`src/rutm_pkg.sv`:
```
// Shared types, codes and constants of the resource usage threshold monitor.
`timescale 1ns / 1ps
package rutm_pkg;

    localparam int DATA_W      = 32;
    localparam int FUNC_W      = 2;
    localparam int RES_W       = 4;
    localparam int SLOT_W      = 3;
    localparam int EVENT_W     = 2;
    localparam int ALARM_W     = 4;
    localparam int PCT_W       = 7;
    localparam int MODE_W      = 2;
    localparam int CFG_IDX_W   = 2;

    // Percentage divider: numerator is used*100, denominator used+available.
    localparam int DIV_NUM_W   = 40;
    localparam int DIV_DEN_W   = DATA_W + 1;
    localparam int DIV_STEPS   = PCT_W;
    localparam int DIV_CNT_W   = 3;
    localparam int PCT_SCALE   = 100;

    localparam int DEF_RESOURCE_KINDS     = 16;
    localparam int DEF_SLOTS_PER_RESOURCE = 8;
    localparam int DEF_ALARM_LIMIT        = 10;

    localparam logic [DATA_W-1:0] LOW_THRESHOLD_RST  = 32'd70;
    localparam logic [DATA_W-1:0] HIGH_THRESHOLD_RST = 32'd85;

    typedef logic [FUNC_W-1:0]  t_func;
    typedef logic [MODE_W-1:0]  t_mode;
    typedef logic [EVENT_W-1:0] t_event;

    localparam t_func FUNC_INC   = 2'd0;
    localparam t_func FUNC_DEC   = 2'd1;
    localparam t_func FUNC_LOAD  = 2'd2;
    localparam t_func FUNC_CHECK = 2'd3;

    localparam t_mode MODE_PCT  = 2'd0;
    localparam t_mode MODE_USED = 2'd1;
    localparam t_mode MODE_FREE = 2'd2;
    localparam t_mode MODE_OFF  = 2'd3;

    localparam t_event EV_NONE     = 2'd0;
    localparam t_event EV_EXCEEDED = 2'd1;
    localparam t_event EV_CLEARED  = 2'd2;

    localparam logic [CFG_IDX_W-1:0] CFG_MODE = 2'd0;
    localparam logic [CFG_IDX_W-1:0] CFG_LOW  = 2'd1;
    localparam logic [CFG_IDX_W-1:0] CFG_HIGH = 2'd2;

    typedef struct packed {
        t_mode             mode;
        logic [DATA_W-1:0] low;
        logic [DATA_W-1:0] high;
    } t_cfg;

endpackage

```
`src/rutm_div.sv`:
```
// Restoring divider for the used percentage, one quotient bit per cycle.
`timescale 1ns / 1ps
module rutm_div (
    input  logic                            i_clk,
    input  logic                            i_rst_n,
    input  logic                            i_start,
    input  logic [rutm_pkg::DIV_NUM_W-1:0]  i_num,
    input  logic [rutm_pkg::DIV_DEN_W-1:0]  i_den,
    output logic                            o_done,
    output logic [rutm_pkg::PCT_W-1:0]      o_quot
);
    import rutm_pkg::*;

    logic                  r_busy, n_busy;
    logic                  r_done, n_done;
    logic [DIV_CNT_W-1:0]  r_cnt, n_cnt;
    logic [DIV_NUM_W-1:0]  r_rem, n_rem;
    logic [DIV_NUM_W-1:0]  r_dsh, n_dsh;
    logic [PCT_W-1:0]      r_quot, n_quot;
    logic                  w_fit;

    // Quotient never exceeds 100, so the divisor starts shifted by PCT_W-1.
    assign w_fit = (r_rem >= r_dsh);

    always_comb begin
        n_busy = r_busy;
        n_done = 1'b0;
        n_cnt  = r_cnt;
        n_rem  = r_rem;
        n_dsh  = r_dsh;
        n_quot = r_quot;
        if (i_start) begin
            n_busy = 1'b1;
            n_cnt  = '0;
            n_rem  = i_num;
            n_dsh  = DIV_NUM_W'(i_den) << (DIV_STEPS - 1);
            n_quot = '0;
        end else if (r_busy) begin
            if (w_fit) begin
                n_rem = r_rem - r_dsh;
            end
            n_quot = {r_quot[PCT_W-2:0], w_fit};
            n_dsh  = r_dsh >> 1;
            n_cnt  = r_cnt + 1'b1;
            if (r_cnt == DIV_CNT_W'(DIV_STEPS - 1)) begin
                n_busy = 1'b0;
                n_done = 1'b1;
            end
        end
    end

    always_ff @(posedge i_clk) begin
        if (!i_rst_n) begin
            r_busy <= 1'b0;
            r_done <= 1'b0;
        end else begin
            r_busy <= n_busy;
            r_done <= n_done;
        end
        r_cnt  <= n_cnt;
        r_rem  <= n_rem;
        r_dsh  <= n_dsh;
        r_quot <= n_quot;
    end

    assign o_done = r_done;
    assign o_quot = r_quot;

endmodule

```
`config.mk`:
```
export PLATFORM = sky130hd
export DESIGN_NAME = rutm_div
export DESIGN_NICKNAME = d
export VERILOG_FILES = /design/src/rutm_pkg.sv /design/src/rutm_div.sv
export SDC_FILE = /design/constraint.sdc
export NUM_CORES = 1
export LEC_CHECK = 0
export BUFFER_PORTS_ARGS = -buffer_cell sky130_fd_sc_hd__buf_2
export CAP_MARGIN = 20
export CORE_ASPECT_RATIO = 1.4
export CORE_MARGIN = 10
export CORE_UTILIZATION = 45
export CTS_CLUSTER_SIZE = 16
export DETAILED_ROUTE_END_ITERATION = 8
export RECOVER_POWER = 25
export SYNTH_ARGS = -nofsm -noshare
export SYNTH_HDL_FRONTEND = slang
export SYNTH_SLANG_ARGS = --single-unit
```
`constraint.sdc`:
```
create_clock -name i_clk -period 14.6 [get_ports i_clk]
set_input_delay 0.73 -clock i_clk [delete_from_list [all_inputs] [get_ports i_clk]]
set_output_delay 0.73 -clock i_clk [all_outputs]
set_load 0.02 [all_outputs]
```
Word level (Yosys, flattened, before mapping)

Index checks and enable logic that the tools add are counted.

Add/subtract/negate cells: 2
Order comparisons: 1
Equal/unequal tests: 1
Multiplexer cells: 9
Bitwise gates (word level): 2
Reductions and logical operators: 4

Operators with widths:

| cell                                        | number |
|---|---|
| 2-to-1 mux 40 bit                           | 3 |
| 2-to-1 mux 39 bit                           | 2 |
| >= comparator 40 x 39 -> 1 bit              | 1 |
| subtractor 40 x 39 -> 40 bit                | 1 |
| 2-to-1 mux 1 bit                            | 4 |
| nonzero test 2 bit                          | 2 |
| adder 3 x 1 -> 3 bit, second input constant | 1 |
| == test 3 bit, second input constant        | 1 |
| OR reduction 3 bit                          | 1 |
| inverter 1 bit                              | 2 |
| AND reduction 2 bit                         | 1 |

Register bits: 91
Input port bits: 76

Logic depth before layout (Yosys ltp)

Depth in word-level cells: 4
Depth in mapped cells: 12
Mapped depth without buffers: 11

Worst setup path before layout

No wires, ideal clock.

Path type: register to register
From: register r_rem[0]
To: register r_rem[0] (enable)
Setup time: 0.493 ns
Data arrival time: 4.874 ns
Path slack: 9.233 ns
Stages on the path, launching flop included: 12
Period minus slack after synthesis: 5.367 ns
Cells stage by stage: edfxtp_1 inv_1 ha_1 inv_1 fa_1 a21o_1 a221oi_2 or4_1 a21oi_2 a211o_1 a41oi_1 o21ai_0

Word-level cells in the longest chain between the ends: 3

Ends and longest elaborated chain:

| what                                 | line           | RTL |
|---|---|---|
| from (decl)                          | rutm_div.sv:17 | `logic [DIV_NUM_W-1:0] r_rem, n_rem;` |
| from (signal assigned)               | rutm_div.sv:61 | `r_rem <= n_rem;` |
| >= comparator 40 x 39 -> 1 bit       | rutm_div.sv:23 | `assign w_fit = (r_rem >= r_dsh);` |
| nonzero test 2 bit (no source line)  | n/a            |  |
| AND reduction 2 bit (no source line) | n/a            |  |

Every way passes these cells.
A chain may end at the register's enable or synchronous reset.

Worst setup path after layout

From: input port i_start
To: register r_rem[34] (data pin)

Word-level cells in the longest chain between the ends: 1

Ends and longest elaborated chain:

| what              | line           | RTL |
|---|---|---|
| from (decl)       | rutm_div.sv:6  | `input logic i_start,` |
| 2-to-1 mux 40 bit | rutm_div.sv:32 | `if (i_start) begin` |
| net n_rem[34]     | rutm_div.sv:17 |  |

The timed path passes the listed nets, and every way through them passes these cells.

==> impl_results.md <==
* Status: finished, violations left
* Failing checks: max-capacitance violations, max-slew violations
* Via count at roughly 5500
* R2R Path End: r_dsh[13]$_DFFE_PP_
* R2R depth at 4
* Clock power frac at 21.7%
* Sw frac at 40.2%
* Worst-path fanout max at 100
* Antenna Cells at 0
* Avg Cell Area, Syn at 8.81 um^2
* Post-layout minimum cycle time at 5.92 ns
* Worst rel slew slack at -163%
* Share of cells above drive strength 1 at 14.3%
* Max incr delay on CP at about 2.7 ns
* Max VDD drop at 0.0613 mV
* Commonest cells post-synth: 108 x nand2_1, 73 x edfxtp_1, 58 x a21oi_1, 56 x inv_1, 51 x o21ai_0
* Placer congestion estimate at 0.898
* Area occupied by registers at between 2000 and 3000 um^2
* Clock skew at 0.0136 ns
* Num CTS Buffers at 9
* Register area share after synthesis at 40.4%
* Final ANT Viol Nets at 0
* WHS Endpoint: o_done$_SDFF_PP0_
* Critical path class: input port to register
* First-pass GRT wire length at 27.1 mm
* P_leak at 0.00297 uW
* Multi-input gate area at 3410 um^2
* P_sw at 435 uW
* Main synth FF type: edfxtp_1
* Syn-to-layout area delta at 13.0%
* # port buffers at 83
* H-Tree Level Count at 3
* Fill count at 1377
* Post-synthesis cell type count at 64
* Core Footprint at 13800 um^2
* Die H at 160 um
* Peak Freq at approximately 170 MHz
* Count leader, synth: nand2_1
* Mapped Cells at 716
* WP buf/inv at 3
* Worst r2r src: r_busy$_SDFF_PN0_
* Fin crit share at 40.6%
* Final Max Tran Viols at around 190
* Worst setup EP type: register
* Crit path top cell by count: clkbuf_1
* Largest net degree at the start of global routing at just over 100
* Die ar. at ~19000 um^2
* Async set or reset register ratio after synthesis at 0%
* Flop2flop setup slack at 10.71 ns
* Clock Latency Late Sink at 0.36 ns
* Area fraction of the dominant cell type after synthesis at 34.7%
* Final wirelength at 16.6 mm
* Critical path's top delay family: buffers and inverters
* RSZ-0062 raised after global routing: no
* Power share of the combinational group at 45.4%
* Net Count, Synth at approximately 830
* Startpoint Class: input port
* Rows at 51
* Remaining global-route overflow at 0
* Final setup fails at 0
* Cts hold-fix bufs at 0
* Detailed placer's ending HPWL at about 12 mm
* Clock buffer depth at 2
* Starting density of the core at 45.6%
* Vias in the first global route at 5570
* Drt via density at 5.63
* Post-synth top area cell: edfxtp_1
* I/O pin count at 84
* Setup WS pre-CTS at 11.15 ns
* CP required at 14.80 ns
* Final #Nets at roughly 900
* All-layer global routing usage at 17.1%
* Fin. Hold Viols at 0
* Crit-path cells: clkbuf_4, clkbuf_1, clkbuf_1, nor2b_1, mux2i_1, o21ai_0, a211oi_2
* CTS Sinks at 91
* Post-synth EDFFs at 73
* Hold Path Depth at 2
* # DRC at 0
* Setup TNS at 0 ns
* Root Buffer: clkbuf_16
* CTS tree: yes
* Clock slew at reported path FFs at 0.08 ns
* Die X at 120 um
* Initial DRC count at 247
* Worst Min Path Start: r_cnt[2]$_SDFFE_PP0P_
* Cell with the largest stage delay on the worst path: clkbuf_1
* Number of max-cap violations at 3
* Post-CTS Repair Setup Buffers at 0
* Pre-Repair DR Iteration Count at 5
* Netlist Area Pre-Place at roughly 6300 um^2
* Cell Int Power at 647 uW
* PwrDens at 152 nW/um^2
* Flops & latches, synth at 91
* YS warnings at 0
* Setup ws final at just under 9 ns
* Critical Path AT at 6.13 ns
* Slew @ Worst Pin at 3.94 ns
* Initial antenna violation count at 0
* Post-cts sizing count at 0
* Hold WC Path Type: register to register
* Seq pwr share at 32.9%
* DR WL/cell at between 15 and 20 um
* Synth top area cells: edfxtp_1 35%, ha_1 8.1%, nand2_1 6.4%
[logic make-up (layout without fill, tap and decap cells)]
family | count (synthesis) | after routing | share of synthesized area, %
DFF | 91 | 91 | 40.4
buffers and inverters | 92 | 161 | 5.71
and+or+nand+nor | 231 | 231 | 16.7
AOI/OAI and AO/OA | 219 | 219 | 22.6
adders and majority gates | 42 | 42 | 8.45
xor gates and xnor gates | 25 | 25 | 3.47
muxes | 16 | 16 | 2.58
[sequential cells by signal, indices dropped and copies added, names as in the netlist]
| name | cells |
|---|---|
| o_quot | 7 |
| r_busy | 1 |
| r_rem | 40 |
| r_dsh | 39 |
| o_done | 1 |
| r_cnt | 3 |
[area by class of cell]
type | instances | area share, %
well taps | 185 | 3.25
repair buffers | 88 | 6.09
clock inverters | 7 | 0.895
flip-flops and latches | 91 | 35.8
inverters | 57 | 3.00
clock buffers | 9 | 3.16
multi-input cells | 533 | 47.8
[cells in the final DEF (no fill, tap or decap), types with 12 or more instances in the layout]
master / count
edfxtp_1: 73
o31ai_1: 35
xnor2_1: 12
mux2i_1: 14
dfxtp_1: 18
ha_1: 41
a21o_1: 18
o21ai_0: 50
nand2_1: 108
buf_2: 74
nand4_1: 13
a21oi_1: 58
xor2_1: 13
nor2_1: 50
inv_1: 56
[worst register-to-register path, delay by kind of cell, from the launching register on]
kind                   cells  cell delay, ns
and+or+nand+nor            1            1.02
DFF                        1            0.64
buffers and inverters      3            1.95
[power by group through the flow]
stage	Sequential (uW)	Clock [uW]	Combinational, uW
after floorplan	356	0	375
after global placement	360	0	479
after detailed placement	362	0	484
after CTS	356	239	488
after global routing	360	251	549
final	356	235	491
[routing by layer]
metal	track usage (%)	vias up	routed length, um
met5	0	-	0
met4	6.71	0	408
met3	3.56	31	699
met2	30.4	132	8590
met1	19.5	2573	6940
li1	-	2728	-
[per-stage QoR]
step | total power [uW] | util [%] | std cells | cell area [um^2] | hold slack (ns)
after floorplan | 732 | - | 716 | 6310 | 0.453
after global placement | 839 | 49.6 | 954 | 6860 | 0.475
after detailed placement | 846 | 49.6 | 954 | 6860 | 0.488
after CTS | 1080 | 51.6 | 970 | 7150 | 0.502
after global routing | 1160 | 51.5 | 970 | 7130 | 0.554
final | 1080 | 51.5 | 970 | 7130 | 0.499
[worst max-delay path by stage]
stage	start	to	slack, ns	cells after the start
after floorplan	r_rem[0]$_DFFE_PP_	r_rem[0]$_DFFE_PP_	9.23	11
after global placement	r_rem[0]$_DFFE_PP_	r_rem[9]$_DFFE_PP_	11.25	12
after detailed placement	r_rem[0]$_DFFE_PP_	r_rem[8]$_DFFE_PP_	11.15	12
after CTS	r_rem[0]$_DFFE_PP_	r_rem[24]$_DFFE_PP_	11.13	12
after global routing	i_start	r_rem[34]$_DFFE_PP_	7.96	7
final	i_start	r_rem[34]$_DFFE_PP_	8.68	7
Note: power is estimated with default switching activity, not from simulation.
