[config.mk]
export PLATFORM = sky130hd
export DESIGN_NAME = rutm_cfg
export DESIGN_NICKNAME = d
export VERILOG_FILES = /design/src/rutm_pkg.sv /design/src/rutm_cfg.sv
export SDC_FILE = /design/constraint.sdc
export NUM_CORES = 1
export LEC_CHECK = 0
export BUFFER_PORTS_ARGS = -buffer_cell sky130_fd_sc_hd__buf_2
export CORE_ASPECT_RATIO = 0.7
export CORE_MARGIN = 8
export CORE_UTILIZATION = 48
export CTS_BUF_LIST = sky130_fd_sc_hd__clkbuf_8 sky130_fd_sc_hd__clkbuf_16
export DETAILED_ROUTE_END_ITERATION = 10
export PLACE_DENSITY_LB_ADDON = 0.08
export SYNTH_ARGS = -nofsm -noshare
export SYNTH_HDL_FRONTEND = slang
export SYNTH_SLANG_ARGS = --single-unit
[constraint.sdc]
create_clock -name i_clk -period 1.35 [get_ports i_clk]
set_clock_uncertainty 0.15 [all_clocks]
set_input_delay 0.2025 -clock i_clk [delete_from_list [all_inputs] [get_ports i_clk]]
set_output_delay 0.2025 -clock i_clk [all_outputs]
set_load 0.05 [all_outputs]
[src/rutm_pkg.sv]
// Shared types, codes and constants of the resource usage threshold monitor.
`timescale 1ns / 1ps
package rutm_pkg;

    localparam int DATA_W      = 32;
    localparam int FUNC_W      = 2;
    localparam int RES_W       = 4;
    localparam int SLOT_W      = 3;
    localparam int EVENT_W     = 2;
    localparam int ALARM_W     = 4;
    localparam int PCT_W       = 7;
    localparam int MODE_W      = 2;
    localparam int CFG_IDX_W   = 2;

    // Percentage divider: numerator is used*100, denominator used+available.
    localparam int DIV_NUM_W   = 40;
    localparam int DIV_DEN_W   = DATA_W + 1;
    localparam int DIV_STEPS   = PCT_W;
    localparam int DIV_CNT_W   = 3;
    localparam int PCT_SCALE   = 100;

    localparam int DEF_RESOURCE_KINDS     = 16;
    localparam int DEF_SLOTS_PER_RESOURCE = 8;
    localparam int DEF_ALARM_LIMIT        = 10;

    localparam logic [DATA_W-1:0] LOW_THRESHOLD_RST  = 32'd70;
    localparam logic [DATA_W-1:0] HIGH_THRESHOLD_RST = 32'd85;

    typedef logic [FUNC_W-1:0]  t_func;
    typedef logic [MODE_W-1:0]  t_mode;
    typedef logic [EVENT_W-1:0] t_event;

    localparam t_func FUNC_INC   = 2'd0;
    localparam t_func FUNC_DEC   = 2'd1;
    localparam t_func FUNC_LOAD  = 2'd2;
    localparam t_func FUNC_CHECK = 2'd3;

    localparam t_mode MODE_PCT  = 2'd0;
    localparam t_mode MODE_USED = 2'd1;
    localparam t_mode MODE_FREE = 2'd2;
    localparam t_mode MODE_OFF  = 2'd3;

    localparam t_event EV_NONE     = 2'd0;
    localparam t_event EV_EXCEEDED = 2'd1;
    localparam t_event EV_CLEARED  = 2'd2;

    localparam logic [CFG_IDX_W-1:0] CFG_MODE = 2'd0;
    localparam logic [CFG_IDX_W-1:0] CFG_LOW  = 2'd1;
    localparam logic [CFG_IDX_W-1:0] CFG_HIGH = 2'd2;

    typedef struct packed {
        t_mode             mode;
        logic [DATA_W-1:0] low;
        logic [DATA_W-1:0] high;
    } t_cfg;

endpackage

[src/rutm_cfg.sv]
// Configuration registers: threshold mode and the shared low and high thresholds.
`timescale 1ns / 1ps
module rutm_cfg (
    input  logic                             i_clk,
    input  logic                             i_rst_n,
    input  logic                             i_cfg_valid,
    input  logic [rutm_pkg::CFG_IDX_W-1:0]   i_cfg_index,
    input  logic [rutm_pkg::DATA_W-1:0]      i_cfg_data,
    output logic                             o_cfg_ready,
    output rutm_pkg::t_cfg                   o_cfg
);
    import rutm_pkg::*;

    t_cfg r_cfg, n_cfg;

    always_comb begin
        n_cfg = r_cfg;
        if (i_cfg_valid) begin
            unique case (i_cfg_index)
                CFG_MODE: n_cfg.mode = i_cfg_data[MODE_W-1:0];
                CFG_LOW:  n_cfg.low  = i_cfg_data;
                CFG_HIGH: n_cfg.high = i_cfg_data;
                default:  n_cfg = r_cfg;  // drop writes past the list
            endcase
        end
    end

    always_ff @(posedge i_clk) begin
        if (!i_rst_n) begin
            r_cfg.mode <= MODE_PCT;
            r_cfg.low  <= LOW_THRESHOLD_RST;
            r_cfg.high <= HIGH_THRESHOLD_RST;
        end else begin
            r_cfg <= n_cfg;
        end
    end

    assign o_cfg_ready = 1'b1;
    assign o_cfg       = r_cfg;

endmodule

# Word-level counts from Yosys, hierarchy flattened
# Index checks and enable logic that the tools add are counted.
# W data, S select, Z words.
# totals
reg_bits,66
mem_bits_rw,0
mem_bits_ro,0
n_memories,0
latchBits,0
inputBits,37
output_inout_bits,67
# classes
n_addsub,0
muxes,0
reduce_logical,4
n_eq_ne,2
bitwise,0
div_mod_pow,0
n_lt_le_gt_ge,0
shift,0
mul,0
# op_table
op,count
$reduce_and A2 Y1,3
$eq A2 B1 Y1 const B,1
$eq A2 B2 Y1 const B,1
$logic_not A2 Y1,1

# Logic depth before layout (Yosys ltp)
# Gate-level depths: netlist of the first run.
# depth
depth_word,2
depth_mapped,5

# Worst setup path before layout of the first run
# OpenSTA, ideal clock, no wires.
# synth_path
path_kind,in2reg
start,input port i_rst_n
end,register r_cfg (netlist bit o_cfg[41])
arrival_ps,880
path_stages,5
setup_ps,72
setup_slack_ps,248
path_cell_list,buf_4 > buf_6 > clkbuf_1 > nand2_1 > mux2i_1
# synth_rtl
element,line,rtl
"start, declared",rutm_cfg.sv:5,"input logic i_rst_n,"
"end signal, assigned",rutm_cfg.sv:34,r_cfg <= n_cfg;
"end, declared",rutm_cfg.sv:14,"t_cfg r_cfg, n_cfg;"

# Worst setup path after layout of the first run
# layout_path
start,register r_cfg (netlist bit o_cfg[8])
end,output port o_cfg[8] (netlist bit)
# layout_rtl
element,line,rtl
"end, declared",rutm_cfg.sv:10,output rutm_pkg::t_cfg o_cfg
# No word-level cell between the ends.

==> flow_summary.toml, run 1 <==
[timing]
relSlewSlack_pct = 66.57
worstMarginPinSlew_ns = 0.5004
period_needed_ns = 1.304
post-route-period-util_pct = 96.62
setup_viol = 0
worst_slack_ns = 0.04561
slew_violations = 0
hold_viol = 0
fmax_ghz = 0.7666
fin_tns_setup_ns = 0
rsz0062_at_grt = "no"

[yosys]
ys_ff_latch = 66
yosys_warnings = 0
synthDistinctLibCells = 17
yosysMostFrequentCell = "nand2_1"
synth_area_leaders = "dfxtp_1 (51%), mux2i_1 (24%), nand2_1 (13%)"
synth_top_area_share_pct = 51.09
ys_async_sr_fraction_pct = 0
synth_cells = 258
netlist_area_um2 = 2586
synth_ff_type = "dfxtp_1"
synth.cells.most_frequent = "nand2_1 (89), dfxtp_1 (66), mux2i_1 (63)"
synth-edff-count = 0
syn-num-nets = 295
yosysTopAreaCell = "dfxtp_1"
syn_area_per_cell_um2 = 10.02
yosysSeqAreaShare_pct = 51.09

[clocking]
numCtsBuffers = 9
tritoncts = "built"
cts_buffer_depth = 2
clk_pin_slew_ns = 0.07
cts_root_buf = "clkbuf_8"
insertion_delay_ns = 0.33
ctsHtreeMaxLevel = 3
cts.sinks = 66

[setup_path]
cp-end-kind = "output pin"
cp_slowest_cell = "dfxtp_1"
crit_family = "flip-flops"
crit_buf_inv = 1
path_cells = "buf_2"
worstPathRequired_ns = 1.00
crit_type = "reg2out"
start_kind = "flop"
crit_fanout = 2
worstPathArrival_ns = 0.95
critPathMaxStageDelay_ns = 0.35

[layout]
nFillCells = 435
layout-drive-gt1-share_pct = 31.20
finalNetCount = 423
num_antenna_cells = 0
multi_input_area_um2 = 1090
area.sequential_um2 = 1321
syn_to_final_growth_pct = 40.01
largest_reg_flops = 66

[place]
gp_congestion = 0.6919
dpl_worst_slack_ns = 0.07006
place_hpwl_mm = 4.283
io_buffers = 102

[floorplan]
pin_count = 104
std_cell_rows = 22
die_x_um = 103.7
die_h_um = 77.42
coreArea_um2 = 5230
die_area_um2 = 8031
initial_core_util_pct = 49.45

[global_route]
antenna_found_initial = 0
grt_max_degree = 58
grt_pass1_wl_mm = 10.85
grt_usage_pct = 16.24
grt_pass1_vias = 2300
gr-total-overflow = 0

[run_status]
status = "finished clean"

[routing]
vias_per_cell = 4.644
vias = 2150
post-route-drc-count = 0
avgRoutedWirePerCell_um = 13.90
ant_nets = 0
drtPass1Iterations = 4
drt_iter0_drc = 68
route.final.wire_length_mm = 6.436

[power_and_ir_drop]
power_density_nw_per_um2 = 1206
p_leak_nw = 1.802
vdd_drop_max_mv = 0.6146

[hold_path]
hold_path.class = "in2reg"

[flow_run]
cap_violations = 0
logic make-up after synthesis:
kind of cell,share of synthesized area [%]
AND/OR/NAND/NOR,16.69
multiplexers,24.38
buffers and inverters,6.821
other,0.1450
flip-flops,51.09
AO/OA/AOI/OAI,0.8708
placed cells by master (no fill, tap or decap):
cell / count
buf_2: 97
nand2_1: 89
dfxtp_1: 66
mux2i_1: 63
dlygate4sd3_1: 30
clkbuf_8: 11
nor2b_1: 6
inv_1: 6
clkbuf_4: 5
buf_12: 4
nand4b_1: 3
o211ai_1: 3
and3b_2: 2
nand3b_1: 1
nor3b_1: 1
conb_1: 1
bufinv_16: 1
clkinv_2: 1
buf_4: 1
metrics by stage:
step	hold WS (ns)	cell area, um2	std cells	utilization [%]	total power (W)
floorplan	0.1946	2586	258	-	0.002554
global placement	0.2887	3110	417	59.47	0.002708
detailed placement	0.2945	3110	417	59.47	0.002715
CTS	0.007501	3608	463	69.00	0.004406
global route	0.02647	3621	463	69.23	0.004560
finish	0.01613	3621	463	69.23	0.004368
what timing repair did:
item,CTS,global route
gates resized for setup,0,5
buffers inserted,0,0
hold buffers,30,0
setup endpoints to repair,0,5
hold endpoints to repair,56,0
report_power, final:
group,leakage (nW),total [W],internal [W],switching [W]
logic,1.15,0.000684,0.000241,0.000444
registers,0.537,0.00205,0.00202,0.0000351
clock network,0.113,0.00163,0.000931,0.000699
per-layer routing:
layer | track usage (%) | part of all wire [%] | vias to the layer above
met1 | 17.19 | 44 | 977
met5 | 0 | 0 | -
met4 | 6.906 | 1.6 | 0
li1 | - | - | 1097
met2 | 27.91 | 47 | 64
met3 | 7.178 | 7.7 | 12
final timing paths:
path	start	endpoint	slack, ns	cells past startpoint
max	o_cfg[8]	o_cfg[8]	0.05	1
min	i_cfg_data[5]	o_cfg[37]	0.02	3
max reg2reg	o_cfg[38]	o_cfg[38]	0.59	2
min reg2reg	o_cfg[29]	o_cfg[29]	0.30	2
cell type report:
cell class                 instances  area share, %
inverter                           3         0.3110
clock inverter                     5          1.279
clock buffer                      11          4.181
tap                               72          2.488
multi-input combinational        169          30.10
timing repair buffer             137          25.16
sequential                        66          36.49
worst min-delay path, delay by kind of cell:
family | cells | cell delay (ns)
buffers and inverters | 1 | 0.10
multiplexers | 1 | 0.07
AND/OR/NAND/NOR | 1 | 0.08
Note: power is estimated with default switching activity, not from simulation.
==> run 2: changes to the inputs <==
CORE_ASPECT_RATIO = 1.25   (was 0.7)
CORE_UTILIZATION = 43   (was 48)
CTS_BUF_LIST = not set   (was sky130_fd_sc_hd__clkbuf_8 sky130_fd_sc_hd__clkbuf_16)
clock period = 1.2 ns   (was 1.35 ns; I/O delays follow)
==> flow_summary.toml, run 2 (same netlist as run 1, synthesis figures left out) <==
[hold_path]
hold_path.class = "in2reg"

[routing]
avgRoutedWirePerCell_um = 14.99
vias_per_cell = 4.780
vias = 2213
ant_nets = 0
drtPass1Iterations = 3
drt_iter0_drc = 75
route.final.wire_length_mm = 6.940
post-route-drc-count = 0

[place]
gp_congestion = 0.6899
place_hpwl_mm = 4.471
io_buffers = 102
place_area_um2 = 3146

[timing]
hold_viol = 0
slew_violations = 0
setup_viol = 0
whs_ns = 0.06013
period_needed_ns = 1.168
fmax_ghz = 0.8559
rsz0062_at_grt = "yes"
post-route-period-util_pct = 97.36

[run_status]
status = "finished clean"

[setup_path]
crit_buf_inv = 1
crit_family = "flip-flops"
path_cells = "buf_6"
crit_type = "reg2out"
worstPathRequired_ns = 0.87
critPathMaxStageDelay_ns = 0.35
crit_fanout = 2
cp-end-kind = "output pin"
start_kind = "flop"
worstPathArrival_ns = 0.84
cp_slowest_cell = "dfxtp_2"

[layout]
layout-drive-gt1-share_pct = 48.36
nFillCells = 433
post-route-util_pct = 71.87
num_antenna_cells = 0
layout_commonest_cell = "nand2_1"
final_cell_mix = "nand2_1 (89), buf_6 (65), dfxtp_2 (64)"
final_design_area_no_fill_um2 = 4182
largest_reg_flops = 66
syn_to_final_growth_pct = 61.68
finalNetCount = 429

[clocking]
cts.sinks = 66
cts_root_buf = "clkbuf_8"
cts_buffer_depth = 2
insertion_delay_ns = 0.32
numCtsBuffers = 9
cts_setup_buffers = 0
clk_pin_slew_ns = 0.07
tritoncts = "built"
ctsHtreeMaxLevel = 3

[flow_run]
cap_violations = 0

[global_route]
global_route.usage.met2_pct = 28.13
antenna_found_initial = 0
gr-total-overflow = 0
grt_pass1_vias = 2322
grt_usage_pct = 15.94
use_met3_pct = 5.263
grtUsageMet1_pct = 16.79
grt.busiest_layer = "met2"
grt_pass1_wl_mm = 11.07
grt_max_degree = 36

[floorplan]
die_h_um = 102.7
coreArea_um2 = 5818
initial_core_util_pct = 44.45
die_x_um = 85.37
pin_count = 104
die_area_um2 = 8767
std_cell_rows = 31

[power_and_ir_drop]
power_density_nw_per_um2 = 1259
p_leak_nw = 1.919
vdd_drop_max_mv = 0.6911
[run 2: changes by cell type in the layout (fill, tap and decap cells not counted), sizes merged]
| cell | before | now |
|---|---|---|
| buf | 102 | 111 |
| bufinv | 1 | 2 |
| clkbuf | 16 | 11 |
| clkinv | 1 | 2 |
| clkinvlp | 0 | 1 |
| dlygate4sd3 | 30 | 32 |
| inv | 6 | 3 |
[run 2: report_power, final]
group,switching [W],internal (W)
registers,0.0000576,0.00228
logic,0.000510,0.000378
clock network,0.000815,0.00122
[run 2: path summary, 6_finish.rpt]
kind / slack, ns / start / endpoint / depth (start not counted)
setup / recovery: 0.03 / o_cfg[24] / o_cfg[24] / 1
hold / removal: 0.06 / i_cfg_index[1] / o_cfg[33] / 3
setup reg to reg: 0.40 / o_cfg[34] / o_cfg[34] / 2
hold reg to reg: 0.31 / o_cfg[60] / o_cfg[60] / 2
[run 2: through the flow]
step	cells	TNS [ns]	total power, W	setup WS (ns)
after floorplan	258	0	0.002873	0.1209
after global placement	415	0	0.003064	0.02039
after detailed placement	415	-0.08585	0.003069	-0.02722
after CTS	463	0	0.005304	0.00006523
after global routing	463	-0.002898	0.005461	-0.002898
final	463	0	0.005266	0.03169
[run 2: layer usage]
metal  part of all wire (%)  routed length (um)
met1                     42                2903
met2                     50                3496
met3                    6.2                 428
met4                    1.6                 112
met5                      0                   0
[run 2: timing repair]
item | in CTS | in global routing
hold buffers | 32 | 0
endpoints found under the setup margin | 66 | 36
gates resized for setup | 159 | 38
hold endpoints to repair | 63 | 0
[run 2: final cells by class]
type                            instances  area (um2)  share of cell area, %
Clock buffer                           11       141.4                  3.381
Clock inverter                          5       77.57                  1.855
Inverter                                3       11.26                 0.2693
Multi-Input combinational cell        169        1090                  26.06
Sequential cell                        66        1401                  33.51
Tap cell                               66       82.58                  1.975
Timing Repair Buffer                  143        1378                  32.94
